==> src/sv/bsc_pkg.sv <==
`timescale 1ns / 1ps

package bsc_pkg;

   // default sizes of the stores
   localparam int DEF_MAX_PROCESSES = 8;
   localparam int DEF_MAX_RESOURCES = 8;

   // fixed field widths
   localparam int CMD_W    = 2;
   localparam int PIDX_W   = 3;
   localparam int RIDX_W   = 3;
   localparam int VALUE_W  = 16;
   localparam int PNUM_W   = 4;
   localparam int CFG_W    = 4;
   localparam int CSR_IDX_W = 2;

   // request commands
   localparam logic [CMD_W-1:0] CMD_LOAD_MAX   = 2'd0;
   localparam logic [CMD_W-1:0] CMD_LOAD_ALLOC = 2'd1;
   localparam logic [CMD_W-1:0] CMD_LOAD_AVAIL = 2'd2;
   localparam logic [CMD_W-1:0] CMD_RUN        = 2'd3;

   // control register indexes
   localparam logic [CSR_IDX_W-1:0] CSR_NUM_PROCESSES = 2'd0;
   localparam logic [CSR_IDX_W-1:0] CSR_NUM_RESOURCES = 2'd1;

   localparam logic [CFG_W-1:0] CFG_RESET = 4'd8;

   // controller to datapath
   typedef struct packed {
      logic load_max;
      logic load_alloc;
      logic load_avail;
      logic init_run;
      logic next_proc;
      logic clr_proc;
      logic next_res;
      logic clr_res;
      logic add_work;
      logic mark;
      logic out_pick;
      logic out_unsafe;
   } bsc_cmd_type;

   // datapath to controller
   typedef struct packed {
      logic skip;
      logic last_proc;
      logic last_res;
      logic fail;
      logic out_free;
      logic done;
   } bsc_status_type;

endpackage

==> src/sv/bsc_datapath.sv <==
`timescale 1ns / 1ps

module bsc_datapath #(
   parameter int MAX_PROCESSES = bsc_pkg::DEF_MAX_PROCESSES,
   parameter int MAX_RESOURCES = bsc_pkg::DEF_MAX_RESOURCES
) (
   input  logic                             clock,
   input  logic                             reset,
   input  logic                             csr_wr,
   input  logic [bsc_pkg::CSR_IDX_W-1:0]    csr_index,
   input  logic [bsc_pkg::CFG_W-1:0]        csr_data,
   input  logic [bsc_pkg::PIDX_W-1:0]       req_process_index,
   input  logic [bsc_pkg::RIDX_W-1:0]       req_resource_index,
   input  logic [bsc_pkg::VALUE_W-1:0]      req_value,
   input  logic                             rsp_ready,
   output logic                             rsp_valid,
   output logic [bsc_pkg::PNUM_W-1:0]       rsp_process_number,
   output logic                             rsp_unsafe,
   output logic                             rsp_last,
   input  bsc_pkg::bsc_cmd_type             cmd,
   output bsc_pkg::bsc_status_type          status
);

   localparam int PIW   = (MAX_PROCESSES > 1) ? $clog2(MAX_PROCESSES) : 1;
   localparam int RIW   = (MAX_RESOURCES > 1) ? $clog2(MAX_RESOURCES) : 1;
   localparam int DEPTH = MAX_PROCESSES * MAX_RESOURCES;
   localparam int AW    = (DEPTH > 1) ? $clog2(DEPTH) : 1;
   localparam int CNT_W = $clog2(MAX_PROCESSES + 1);
   localparam int RCN_W = $clog2(MAX_RESOURCES + 1);
   localparam int EW0   = (CNT_W > RCN_W) ? CNT_W : RCN_W;
   localparam int EW    = (EW0 > bsc_pkg::CFG_W) ? EW0 : bsc_pkg::CFG_W;
   localparam int NW    = PIW + 1;
   localparam int VW    = bsc_pkg::VALUE_W;

   // matrices, one row of resources per process
   logic [VW-1:0] max_mem   [DEPTH];
   logic [VW-1:0] alloc_mem [DEPTH];
   logic [VW-1:0] max_q_ff;
   logic [VW-1:0] alloc_q_ff;

   logic [VW-1:0] avail_ff [MAX_RESOURCES];
   logic [VW-1:0] work_ff  [MAX_RESOURCES];

   logic [bsc_pkg::CFG_W-1:0] num_proc_ff;
   logic [bsc_pkg::CFG_W-1:0] num_res_ff;

   logic [PIW-1:0]           proc_ff;
   logic [PIW-1:0]           proc_in;
   logic [RIW-1:0]           res_ff;
   logic [RIW-1:0]           res_in;
   logic [MAX_PROCESSES-1:0] marks_ff;
   logic [CNT_W-1:0]         fin_cnt_ff;

   logic                     rsp_valid_ff;
   logic [bsc_pkg::PNUM_W-1:0] rsp_num_ff;
   logic                     rsp_unsafe_ff;
   logic                     rsp_last_ff;

   logic [EW-1:0] np_ext;
   logic [EW-1:0] nr_ext;
   logic [EW-1:0] np_eff;
   logic [EW-1:0] nr_eff;
   logic          pi_ok;
   logic          ri_ok;
   logic [AW-1:0] wr_addr;
   logic [AW-1:0] rd_addr;
   logic [VW-1:0] work_cur;
   logic [VW-1:0] need;
   logic [VW:0]   sum;
   logic [VW-1:0] sum_sat;
   logic [NW-1:0] pick_num;

   // effective counts: zero acts as one, above the store size acts as the size
   assign np_ext = EW'(num_proc_ff);
   assign nr_ext = EW'(num_res_ff);
   assign np_eff = (num_proc_ff == '0) ? EW'(1) :
                   ((np_ext > EW'(MAX_PROCESSES)) ? EW'(MAX_PROCESSES) : np_ext);
   assign nr_eff = (num_res_ff == '0) ? EW'(1) :
                   ((nr_ext > EW'(MAX_RESOURCES)) ? EW'(MAX_RESOURCES) : nr_ext);

   assign pi_ok   = 8'(req_process_index) < 8'(MAX_PROCESSES);
   assign ri_ok   = 8'(req_resource_index) < 8'(MAX_RESOURCES);
   assign wr_addr = AW'(PIW'(req_process_index)) * AW'(MAX_RESOURCES)
                    + AW'(RIW'(req_resource_index));
   assign rd_addr = AW'(proc_ff) * AW'(MAX_RESOURCES) + AW'(res_ff);

   always_ff @(posedge clock) begin
      if (cmd.load_max && pi_ok && ri_ok) begin
         max_mem[wr_addr] <= req_value;
      end
      if (cmd.load_alloc && pi_ok && ri_ok) begin
         alloc_mem[wr_addr] <= req_value;
      end
      max_q_ff   <= max_mem[rd_addr];
      alloc_q_ff <= alloc_mem[rd_addr];
   end

   always_ff @(posedge clock) begin
      if (cmd.load_avail && ri_ok) begin
         avail_ff[RIW'(req_resource_index)] <= req_value;
      end
   end

   // need clamped at zero for the fit test against the working vector, and the saturating update sum
   assign work_cur = work_ff[res_ff];
   assign need     = (max_q_ff > alloc_q_ff) ? (max_q_ff - alloc_q_ff) : '0;
   assign sum      = {1'b0, work_cur} + {1'b0, alloc_q_ff};
   assign sum_sat  = sum[VW] ? {VW{1'b1}} : sum[VW-1:0];

   always_ff @(posedge clock) begin
      if (reset) begin
         for (int k = 0; k < MAX_RESOURCES; k++) begin
            work_ff[k] <= '0;
         end
      end else if (cmd.init_run) begin
         for (int k = 0; k < MAX_RESOURCES; k++) begin
            work_ff[k] <= avail_ff[k];
         end
      end else if (cmd.add_work) begin
         work_ff[res_ff] <= sum_sat;
      end
   end

   always_comb begin
      proc_in = proc_ff;
      if (cmd.init_run || cmd.clr_proc) begin
         proc_in = '0;
      end else if (cmd.next_proc) begin
         proc_in = proc_ff + PIW'(1);
      end
   end

   always_comb begin
      res_in = res_ff;
      if (cmd.init_run || cmd.clr_res) begin
         res_in = '0;
      end else if (cmd.next_res) begin
         res_in = res_ff + RIW'(1);
      end
   end

   always_ff @(posedge clock) begin
      if (reset) begin
         proc_ff     <= '0;
         res_ff      <= '0;
         marks_ff    <= '0;
         fin_cnt_ff  <= '0;
         num_proc_ff <= bsc_pkg::CFG_RESET;
         num_res_ff  <= bsc_pkg::CFG_RESET;
      end else begin
         proc_ff <= proc_in;
         res_ff  <= res_in;
         if (cmd.init_run) begin
            marks_ff   <= '0;
            fin_cnt_ff <= '0;
         end else if (cmd.mark) begin
            marks_ff[proc_ff] <= 1'b1;
            fin_cnt_ff        <= fin_cnt_ff + CNT_W'(1);
         end
         if (csr_wr && csr_index == bsc_pkg::CSR_NUM_PROCESSES) begin
            num_proc_ff <= csr_data;
         end
         if (csr_wr && csr_index == bsc_pkg::CSR_NUM_RESOURCES) begin
            num_res_ff <= csr_data;
         end
      end
   end

   // result register
   assign pick_num = NW'(proc_ff) + NW'(1);

   always_ff @(posedge clock) begin
      if (reset) begin
         rsp_valid_ff <= 1'b0;
      end else if (cmd.out_pick || cmd.out_unsafe) begin
         rsp_valid_ff <= 1'b1;
      end else if (rsp_ready) begin
         rsp_valid_ff <= 1'b0;
      end
   end

   always_ff @(posedge clock) begin
      if (cmd.out_pick) begin
         rsp_num_ff    <= bsc_pkg::PNUM_W'(pick_num);
         rsp_unsafe_ff <= 1'b0;
         rsp_last_ff   <= status.done;
      end else if (cmd.out_unsafe) begin
         rsp_num_ff    <= '0;
         rsp_unsafe_ff <= 1'b1;
         rsp_last_ff   <= 1'b1;
      end
   end

   assign rsp_valid          = rsp_valid_ff;
   assign rsp_process_number = rsp_num_ff;
   assign rsp_unsafe         = rsp_unsafe_ff;
   assign rsp_last           = rsp_last_ff;

   assign status.skip      = marks_ff[proc_ff];
   assign status.last_proc = EW'(proc_ff) == (np_eff - EW'(1));
   assign status.last_res  = EW'(res_ff) == (nr_eff - EW'(1));
   assign status.fail      = work_cur < need;
   assign status.out_free  = !rsp_valid_ff || rsp_ready;
   assign status.done      = EW'(fin_cnt_ff) == np_eff;

endmodule

==> src/sv/bsc_ctrl.sv <==
`timescale 1ns / 1ps

module bsc_ctrl (
   input  logic                          clock,
   input  logic                          reset,
   input  logic                          req_valid,
   output logic                          req_ready,
   input  logic [bsc_pkg::CMD_W-1:0]     req_command,
   input  bsc_pkg::bsc_status_type       status,
   output bsc_pkg::bsc_cmd_type          cmd
);

   localparam logic [2:0] S_IDLE   = 3'd0;
   localparam logic [2:0] S_SCAN   = 3'd1;
   localparam logic [2:0] S_CHK    = 3'd2;
   localparam logic [2:0] S_CWAIT  = 3'd3;
   localparam logic [2:0] S_AWAIT  = 3'd4;
   localparam logic [2:0] S_ADD    = 3'd5;
   localparam logic [2:0] S_EMIT   = 3'd6;
   localparam logic [2:0] S_UNSAFE = 3'd7;

   logic [2:0] state_ff;
   logic [2:0] state_in;

   assign req_ready = (state_ff == S_IDLE);

   always_comb begin
      cmd      = '0;
      state_in = state_ff;
      unique case (state_ff)
         S_IDLE: begin
            if (req_valid) begin
               unique case (req_command)
                  bsc_pkg::CMD_LOAD_MAX:   cmd.load_max   = 1'b1;
                  bsc_pkg::CMD_LOAD_ALLOC: cmd.load_alloc = 1'b1;
                  bsc_pkg::CMD_LOAD_AVAIL: cmd.load_avail = 1'b1;
                  bsc_pkg::CMD_RUN: begin
                     cmd.init_run = 1'b1;
                     state_in     = S_SCAN;
                  end
               endcase
            end
         end
         S_SCAN: begin
            // memory is reading resource zero of this process
            if (status.skip) begin
               if (status.last_proc) begin
                  state_in = S_UNSAFE;
               end else begin
                  cmd.next_proc = 1'b1;
               end
            end else begin
               state_in = S_CHK;
            end
         end
         S_CHK: begin
            if (status.fail) begin
               cmd.clr_res = 1'b1;
               if (status.last_proc) begin
                  state_in = S_UNSAFE;
               end else begin
                  cmd.next_proc = 1'b1;
                  state_in      = S_SCAN;
               end
            end else if (status.last_res) begin
               cmd.clr_res = 1'b1;
               state_in    = S_AWAIT;
            end else begin
               cmd.next_res = 1'b1;
               state_in     = S_CWAIT;
            end
         end
         S_CWAIT: state_in = S_CHK;
         S_AWAIT: state_in = S_ADD;
         S_ADD: begin
            cmd.add_work = 1'b1;
            if (status.last_res) begin
               cmd.mark    = 1'b1;
               cmd.clr_res = 1'b1;
               state_in    = S_EMIT;
            end else begin
               cmd.next_res = 1'b1;
               state_in     = S_AWAIT;
            end
         end
         S_EMIT: begin
            if (status.out_free) begin
               cmd.out_pick = 1'b1;
               if (status.done) begin
                  state_in = S_IDLE;
               end else begin
                  cmd.clr_proc = 1'b1;
                  state_in     = S_SCAN;
               end
            end
         end
         S_UNSAFE: begin
            if (status.out_free) begin
               cmd.out_unsafe = 1'b1;
               state_in       = S_IDLE;
            end
         end
         default: state_in = S_IDLE;
      endcase
   end

   always_ff @(posedge clock) begin
      if (reset) begin
         state_ff <= S_IDLE;
      end else begin
         state_ff <= state_in;
      end
   end

endmodule

==> src/sv/bankers_safety_check.sv <==
`timescale 1ns / 1ps

// banker's algorithm safety checker. load words write one entry of the
// maximum-need or allocation matrix, or one available count, and give no
// result word. a run word copies the available counts into a working
// vector, then picks the lowest-numbered unfinished process whose need (max
// minus allocation, floored at zero) fits, adds its allocation with
// saturation and returns its 1-based number; the final pick has last set,
// and a run that gets stuck ends with one unsafe word instead. the two
// matrices sit in memories with a separate write address and registered
// reads, so each resource compare or update waits for the read of its entry;
// a process that fits is walked again to add its allocation. a new word is
// taken only once the run is over, though a result word may still wait at
// the output. the user must write num_processes and num_resources through
// the csr port only while idle; the block itself does not enforce this.
// zero acts as one and values above the store size act as the store size

module bankers_safety_check #(
   parameter int MAX_PROCESSES = bsc_pkg::DEF_MAX_PROCESSES,
   parameter int MAX_RESOURCES = bsc_pkg::DEF_MAX_RESOURCES
) (
   input  logic                          clock,
   input  logic                          reset,
   // request words
   input  logic                          req_valid,
   output logic                          req_ready,
   input  logic [bsc_pkg::CMD_W-1:0]     req_command,
   input  logic [bsc_pkg::PIDX_W-1:0]    req_process_index,
   input  logic [bsc_pkg::RIDX_W-1:0]    req_resource_index,
   input  logic [bsc_pkg::VALUE_W-1:0]   req_value,
   // result words
   output logic                          rsp_valid,
   input  logic                          rsp_ready,
   output logic [bsc_pkg::PNUM_W-1:0]    rsp_process_number,
   output logic                          rsp_unsafe,
   output logic                          rsp_last,
   // control registers
   input  logic                          csr_valid,
   output logic                          csr_ready,
   input  logic [bsc_pkg::CSR_IDX_W-1:0] csr_index,
   input  logic [bsc_pkg::CFG_W-1:0]     csr_data
);

   bsc_pkg::bsc_cmd_type    cmd;
   bsc_pkg::bsc_status_type status;

   // register writes always land at once
   assign csr_ready = 1'b1;

   // sequencer: load decode, process scan, per-resource compare and update, result output
   bsc_ctrl u_ctrl (
      .clock       (clock),
      .reset       (reset),
      .req_valid   (req_valid),
      .req_ready   (req_ready),
      .req_command (req_command),
      .status      (status),
      .cmd         (cmd)
   );

   // matrices, working vector, completion marks and the result register
   bsc_datapath #(
      .MAX_PROCESSES (MAX_PROCESSES),
      .MAX_RESOURCES (MAX_RESOURCES)
   ) u_datapath (
      .clock              (clock),
      .reset              (reset),
      .csr_wr             (csr_valid && csr_ready),
      .csr_index          (csr_index),
      .csr_data           (csr_data),
      .req_process_index  (req_process_index),
      .req_resource_index (req_resource_index),
      .req_value          (req_value),
      .rsp_ready          (rsp_ready),
      .rsp_valid          (rsp_valid),
      .rsp_process_number (rsp_process_number),
      .rsp_unsafe         (rsp_unsafe),
      .rsp_last           (rsp_last),
      .cmd                (cmd),
      .status             (status)
   );

endmodule

==> config.mk <==
export PLATFORM = sky130hd
export DESIGN_NAME = bankers_safety_check
export DESIGN_NICKNAME = d
export VERILOG_FILES = /design/src/sv/bsc_pkg.sv /design/src/sv/bsc_datapath.sv /design/src/sv/bsc_ctrl.sv /design/src/sv/bankers_safety_check.sv
export SDC_FILE = /design/constraint.sdc
export NUM_CORES = 2
export LEC_CHECK = 0
export BUFFER_PORTS_ARGS = -buffer_cell sky130_fd_sc_hd__buf_2
export CAP_MARGIN = 20
export CORE_UTILIZATION = 34
export CTS_CLUSTER_DIAMETER = 30
export DETAILED_ROUTE_END_ITERATION = 16
export GPL_TIMING_DRIVEN = 0
export PLACE_DENSITY = 0.55
export SLEW_MARGIN = 15
export SYNTH_ARGS = -nofsm -noshare
export SYNTH_HDL_FRONTEND = slang
export SYNTH_SLANG_ARGS = --single-unit
==> constraint.sdc <==
create_clock -name clock -period 6.1 [get_ports clock]
set_input_delay 0.915 -clock clock [delete_from_list [all_inputs] [get_ports clock]]
set_output_delay 0.915 -clock clock [all_outputs]
set_load 0.05 [all_outputs]
-- Word level (Yosys, flattened, before mapping)
Memory sizes are Yosys's and may differ from the RTL's. A register that Yosys moved wholly into a read port is not among the register bits.
Cells that the tools add are included.
- div/mod/pow operators: 0
- eq/ne operators: 19
- add/subtract/negate cells: 10
- shift operators: 0
- bitwise operators: 9
- magnitude comparators: 6
- multiplexer cells: 78
- multiply operators: 0
- reduce and logical (&&, ||, !) cells: 20
- operators with widths (cell ; count):
    16-bit two-way mux ; 11
    1-bit two-way mux ; 40
    3-bit two-way mux ; 12
    4-bit two-way mux ; 8
    3-bit case mux with 8 select lines ; 1
    16-bit by 16-bit adder with 17-bit output ; 1
    16-bit > comparator ; 1
    16-bit < comparator ; 1
    16-bit OR reduction ; 1
    16-bit subtractor ; 1
    6-bit by 3-bit adder with 6-bit output ; 2
    3-bit equality test, second input constant ; 4
    3-bit by 4-bit equality test with 1-bit output ; 2
    4-bit > comparator, second input constant ; 2
    4-bit logical NOT ; 2
    1-bit OR ; 8
    8-bit OR ; 1
    4-bit by 1-bit subtractor with 4-bit output, second input constant ; 2
    3-bit by 1-bit adder with 3-bit output, second input constant ; 2
    3-bit by 2-bit equality test with 1-bit output, second input constant ; 2
    2-bit inequality test, second input constant ; 3
    2-bit OR reduction ; 3
    5-bit AND reduction ; 1
    3-bit by 1-bit adder with 4-bit output, second input constant ; 1
    20 further kinds ; 30
- word-level logic and storage cells: 157
- bits in registers: 36
- bits in latches: 0
- bits in read-only memories: 0
- output and inout bits: 9
- input bits: 35
- memory bits (writable): 2304
- memories kept: 4
- memory list (memory ; words ; bits a word ; rd ports ; clocked after Yosys merged registers in ; wr ports ; RTL line ; RTL):
    u_datapath.alloc_mem ; 64 ; 16 ; 1 ; 1 ; 1 ; bsc_datapath.sv:37 ; logic [VW-1:0] alloc_mem [DEPTH];
    u_datapath.max_mem ; 64 ; 16 ; 1 ; 1 ; 1 ; bsc_datapath.sv:36 ; logic [VW-1:0] max_mem [DEPTH];
    u_datapath.avail_ff ; 8 ; 16 ; 8 ; 0 ; 1 ; bsc_datapath.sv:41 ; logic [VW-1:0] avail_ff [MAX_RESOURCES];
    u_datapath.work_ff ; 8 ; 16 ; 1 ; 1 ; 8 ; bsc_datapath.sv:42 ; logic [VW-1:0] work_ff [MAX_RESOURCES];

-- Depth between registers and ports, before layout
- depth in word-level cells: 13
- gate-level depth with buffers: 20
- gate-level depth less buffers: 19

-- By module
Synthesis repeated with hierarchy kept, for this count alone.
- cell total of the unflattened synthesis: 4345
- area total of the unflattened synthesis: 93184.4 um2
- modules (own cells, without submodules) (module ; cells each ; sequential area each (um2) ; instances ; area an instance (um2)):
    bsc_datapath ; 4289 ; 70597.7 ; 1 ; 92766.5
    bsc_ctrl ; 54 ; 60.1 ; 1 ; 406.6
    bankers_safety_check ; 2 ; 0.0 ; 1 ; 11.3

-- Worst setup path before layout
OpenSTA, ideal clock, no wires.
- kind: register to register
- start point: reg u_datapath.max_q_ff[0], read port of u_datapath.max_mem
- end point: reg with a tool-made name
- clock period less this slack: 4250 ps
- data arrival time: 4164 ps
- slack: 1850 ps
- stages on the path, launching flop included: 21
- data required time: 6014 ps
- buffers on the path: 1
- library setup time: 86 ps
- cells stage by stage: dfxtp_1 > inv_1 > ha_1 > inv_1 > fa_1 > a211oi_1 > o211a_1 > o31ai_1 > a21oi_1 > nand2b_1 > a21oi_1 > clkbuf_1 > nand2_1 > ha_1 > and4_1 > nand2_1 > or4_1 > a31oi_1 > o211ai_4 > or3_1 > a211oi_1
- RTL lines (item ; RTL line ; RTL):
    from (decl) ; bsc_datapath.sv:38 ; logic [VW-1:0] max_q_ff;

-- Final worst setup path
- start point: reg u_datapath.max_q_ff[0], read port of u_datapath.max_mem
- end point: reg u_datapath.res_ff[1]
- cells in the longest elaborated chain, start to end: 7
- elaborated cells between the ends (all ways): 9
- those cells by class: add/sub (1); order compare (2); mux (4); reduce/logical (2)
- ends and longest elaborated chain (item ; RTL line ; RTL):
    16-bit subtractor / 16-bit > comparator (equally long branches) ; bsc_datapath.sv:106 ; assign need = (max_q_ff > alloc_q_ff) ? (max_q_ff - alloc_q_ff) : '0;
    16-bit two-way mux * ; bsc_datapath.sv:106 ;
    16-bit < comparator * ; bsc_datapath.sv:202 ; assign status.fail = work_cur < need;
    1-bit two-way mux ; bsc_ctrl.sv:57 ; if (status.fail) begin
    2-bit case mux with 2 select lines * ; bsc_ctrl.sv:30 ; unique case (state_ff)
    1-bit logical OR ; bsc_datapath.sv:135 ; if (cmd.init_run || cmd.clr_res) begin
    2-bit OR reduction (no line) ; - ;
    to (signal assigned) ; bsc_datapath.sv:152 ; res_ff <= res_in;
    to (decl) ; bsc_datapath.sv:49 ; logic [RIW-1:0] res_ff;
Every way passes the cells marked *; elsewhere a longest branch is shown, timed or not.
A chain may end at the register's enable or synchronous reset.

==> flow_metrics.tcl <==
set metrics [dict create \
    synthArstFlopShare_pct 0 \
    drtAntennaViolNets 0 \
    drtPass1Iterations 7 \
    stdcell_area_um2 116000 \
    fin_nets 5155 \
    critPathCaptureType "flop" \
    p_seq_share_pct 37.9 \
    postSynthCellCount 4459 \
    synth_top_area_share_pct 74.6 \
    clock.fmax_mhz 176 \
    die_h_um 525 \
    rows 191 \
    num_vias 50800 \
    numCtsBuffers 476 \
    rsz0062_at_grt "no" \
    syn_area_um2 92900 \
    fin_skew_ns 0.0715 \
    p_sw_mw 11.3 \
    p_clk_share_pct 53.1 \
    synth_fp_nets 4548 \
    grt_pass1_wl_um 414000 \
    cts.htree.levels 5 \
    dpl.hpwl_um 198000 \
    synthToLayoutAreaGrowth_pct 25.0 \
    cts_buffer_depth 4 \
    grt_antenna_before_repair 22 \
    avgSynthCellArea_um2 20.8 \
    ys.flop_type "edfxtp_1" \
    critical_path_required_ns 6.90 \
    seq_area_frac_synth_pct 76.0 \
    fin_crit_sh_pct 92.9 \
    rrSetupSlack_ns 0.43 \
    coreArea_um2 271000 \
    cts_hold_buf 0 \
    power_density_nw_per_um2 415 \
    critical_path_arrival_ns 6.47 \
    die_area_um2 275000 \
    total_leakage_power_nw 36.5 \
    io_buffers 35 \
    clk_pin_slew_ns 0.05 \
    yosysUniqueCellTypes 70 \
    min_to "u_datapath.np_ext[3]$_SDFFE_PP1P_" \
    cts_resized 0 \
    cts.sinks 2375 \
    hold_viol 0 \
    reg2reg_to "u_datapath.res_ff[1]$_SDFFE_PP0P_" \
    cap_viol_max_count 0 \
    start_util_pct 34.3 \
    grt_usage_pct 21.9 \
    root_buffer "clkbuf_16" \
    post_cts_buffers 0 \
    hold_start "csr_data[3]" \
    placed_area_um2 100000 \
    switching_share_pct 23.5 \
    r2r.worst_path.cells 20 \
    worstMarginPinSlew_ns 1.24 \
    place_congestion 0.912 \
    hold_path_class "input pin to flop" \
    internal_power_mw 36.8 \
    yosysTopAreaCell "edfxtp_1" \
    worstReg2RegStart "u_datapath.max_q_ff[0]$_DFF_P_" \
    crit_type "flop to flop" \
    totalWireLength_um 306000 \
    ys_top_cells_by_area "edfxtp_1, mux4_2, mux2i_1" \
    path_max_fanout 10 \
    drtIter0Drc 7178 \
    fp.dieW_um 525 \
    slew_violations 0 \
    hold_depth 3 \
    ys_ff_latch 2375 \
    finalSetupTns_ns 0 \
    synth_edf_count 2309 \
    avgRoutedWirePerCell_um 33.8 \
    fin_util_pct 42.8 \
    drive_above_1_share_pct 31.2 \
    post-route-drc-count 0 \
    startpoint_type "flop" \
    grt_overflow 0 \
    grt_max_degree 105 \
    ios 44 \
    outcome "finished, final reports clean" \
    power_frac_comb_pct 8.9 \
    synth_warnings 0 \
    ir_worst_vdd_v 0.000288 \
    power.total_mw 48.2 \
    vias_per_cell 5.63 \
    insertion_delay_ns 1.01 \
    relSlewSlack_pct 17.3 \
    cp-startpoint "u_datapath.max_q_ff[0]$_DFF_P_" \
    grt_pass1_vias 50000 \
    cts_tree "done" \
    layout_setup_ws_ns 0.432 \
    final-setup-viol-count 0 \
    layout_min_cycle_time_ns 5.67 \
    post-place-ws_ns 0.577 \
]
power by group through the flow:
stage	Combinational (mW)	Clock, mW	Sequential [mW]
6_report	4.30	25.6	18.3
5_1_grt	4.53	26.5	18.3
4_1_cts	4.26	25.8	18.3
3_5_place_dp	4.25	0	18.6
3_3_place_gp	4.13	0	18.6
2_1_floorplan	2.48	0	18.5
placed cells by master, fill, tap and decap left out, types with 30 or more instances in the layout:
cell type and n:
clkinv_1 76, buf_6 43, clkinv_2 84, clkinvlp_4 45, clkbuf_16 480, mux4_2 544, dfxtp_1 66, bufinv_16 69
o22ai_1 130, a21oi_1 50, o21ai_0 80, nor2_2 33, mux2i_1 270, nor2_1 48, nand2_1 130, inv_1 31
a22o_1 55, or4_1 33, edfxtp_1 2309, clkbuf_2 30, buf_2 102, clkbuf_1 164, nor2_4 96, buf_8 34
ha_1 52
critical path, stage by stage (launching register included):
cell and delay, ns:
dfxtp_1 0.39, inv_1 0.17, ha_1 0.24, inv_1 0.07, fa_1 0.23, a211oi_1 0.13, o211a_1 0.28, o31ai_1 0.24
a21oi_1 0.15, nand2b_1 0.16, a21oi_1 0.41, clkbuf_1 0.38, nand2_1 0.12, ha_1 0.34, a21oi_1 0.15, o21ai_0 0.11
a221oi_1 0.96, nand3_1 0.27, o211ai_4 0.30, mux2i_1 0.29, nor3_1 0.07
layout make-up:
class,instances,area (um2)
inverter,32,120
tap,3570,4470
buffer,239,1050
antenna,8,20.0
multi-input combinational,1813,22000
clock buffer,547,12300
fill,23200,155000
sequential,2375,70700
clock inverter,322,3610
timing repair buffer,129,1940
metrics by stage:
step           cells  hold slack, ns
2_1_floorplan   4459           0.432
4_1_cts         9019           0.134
3_3_place_gp    8064           0.448
5_1_grt         9030           0.182
6_report        9035           0.200
3_5_place_dp    8150           0.459
how the worst max path moves through the flow:
stage	end	cells past startpoint	slack [ns]
floorplan	flop	20	1.85
global placement	u_datapath.max_q_ff[1]$_DFF_P_	7	0.34
detailed placement	u_datapath.res_ff[1]$_SDFFE_PP0P_	20	0.58
CTS	u_datapath.res_ff[1]$_SDFFE_PP0P_	20	0.50
global route	flop	20	0.04
finish	u_datapath.res_ff[1]$_SDFFE_PP0P_	20	0.43
Yosys cell counts (all sizes together), types with 5 or more instances:
cell	instances
xnor2	16
xor2	14
nand2b	14
nor2	177
nor3	20
o21ai	85
inv	31
or3	17
nor3b	7
nand3	28
or4	33
dfxtp	66
mux2i	270
clkbuf	131
edfxtp	2309
a22o	55
and3	10
a21o	11
buf	108
nor2b	20
o21a	9
o211ai	5
a31o	10
nand2	130
nand3b	9
ha	52
a21oi	50
a211oi	7
o31ai	5
mux2	24
o22ai	130
and2	5
mux4	544
metal layers:
layer  global-route usage (%)  vias to the layer above  share of wire, %
met3                     5.36                      583                10
met2                     33.6                     2924                46
met4                     9.22                        2               4.2
met5                        0                        -            0.0056
li1                         -                    20100                 -
met1                     29.6                    27300                40
flip-flops by register name, summed over array words and instances (netlist names), named ones only:
register / count
u_datapath.alloc_mem: 1024
u_datapath.max_mem: 1024
u_datapath.avail_ff: 128
u_datapath.work_ff: 128
u_datapath.alloc_q_ff: 16
u_datapath.max_q_ff: 16
u_datapath.marks_ff: 8
u_datapath.fin_cnt_ff: 4
u_datapath.np_ext: 4
u_datapath.nr_ext: 4
u_datapath.rsp_process_number: 4
u_ctrl.state_ff: 3
u_datapath.proc_ff: 3
u_datapath.res_ff: 3
u_datapath.rsp_last: 1
u_datapath.rsp_unsafe: 1
u_datapath.rsp_valid: 1
logic make-up (layout without fill, tap and decap cells):
group           count (synthesis)  in the layout  share of synthesized area, %
flops                        2375           2375                          76.0
xor+xnor                       30             30                         0.283
simple gates                  493            493                          2.54
other cells                     1              9                       0.00404
buf+inv                       271           1269                          1.19
mux                           838            838                          16.4
compound gates                397            397                          2.83
fa+ha+maj                      54             54                         0.743
(Power assumes the default switching activity.)
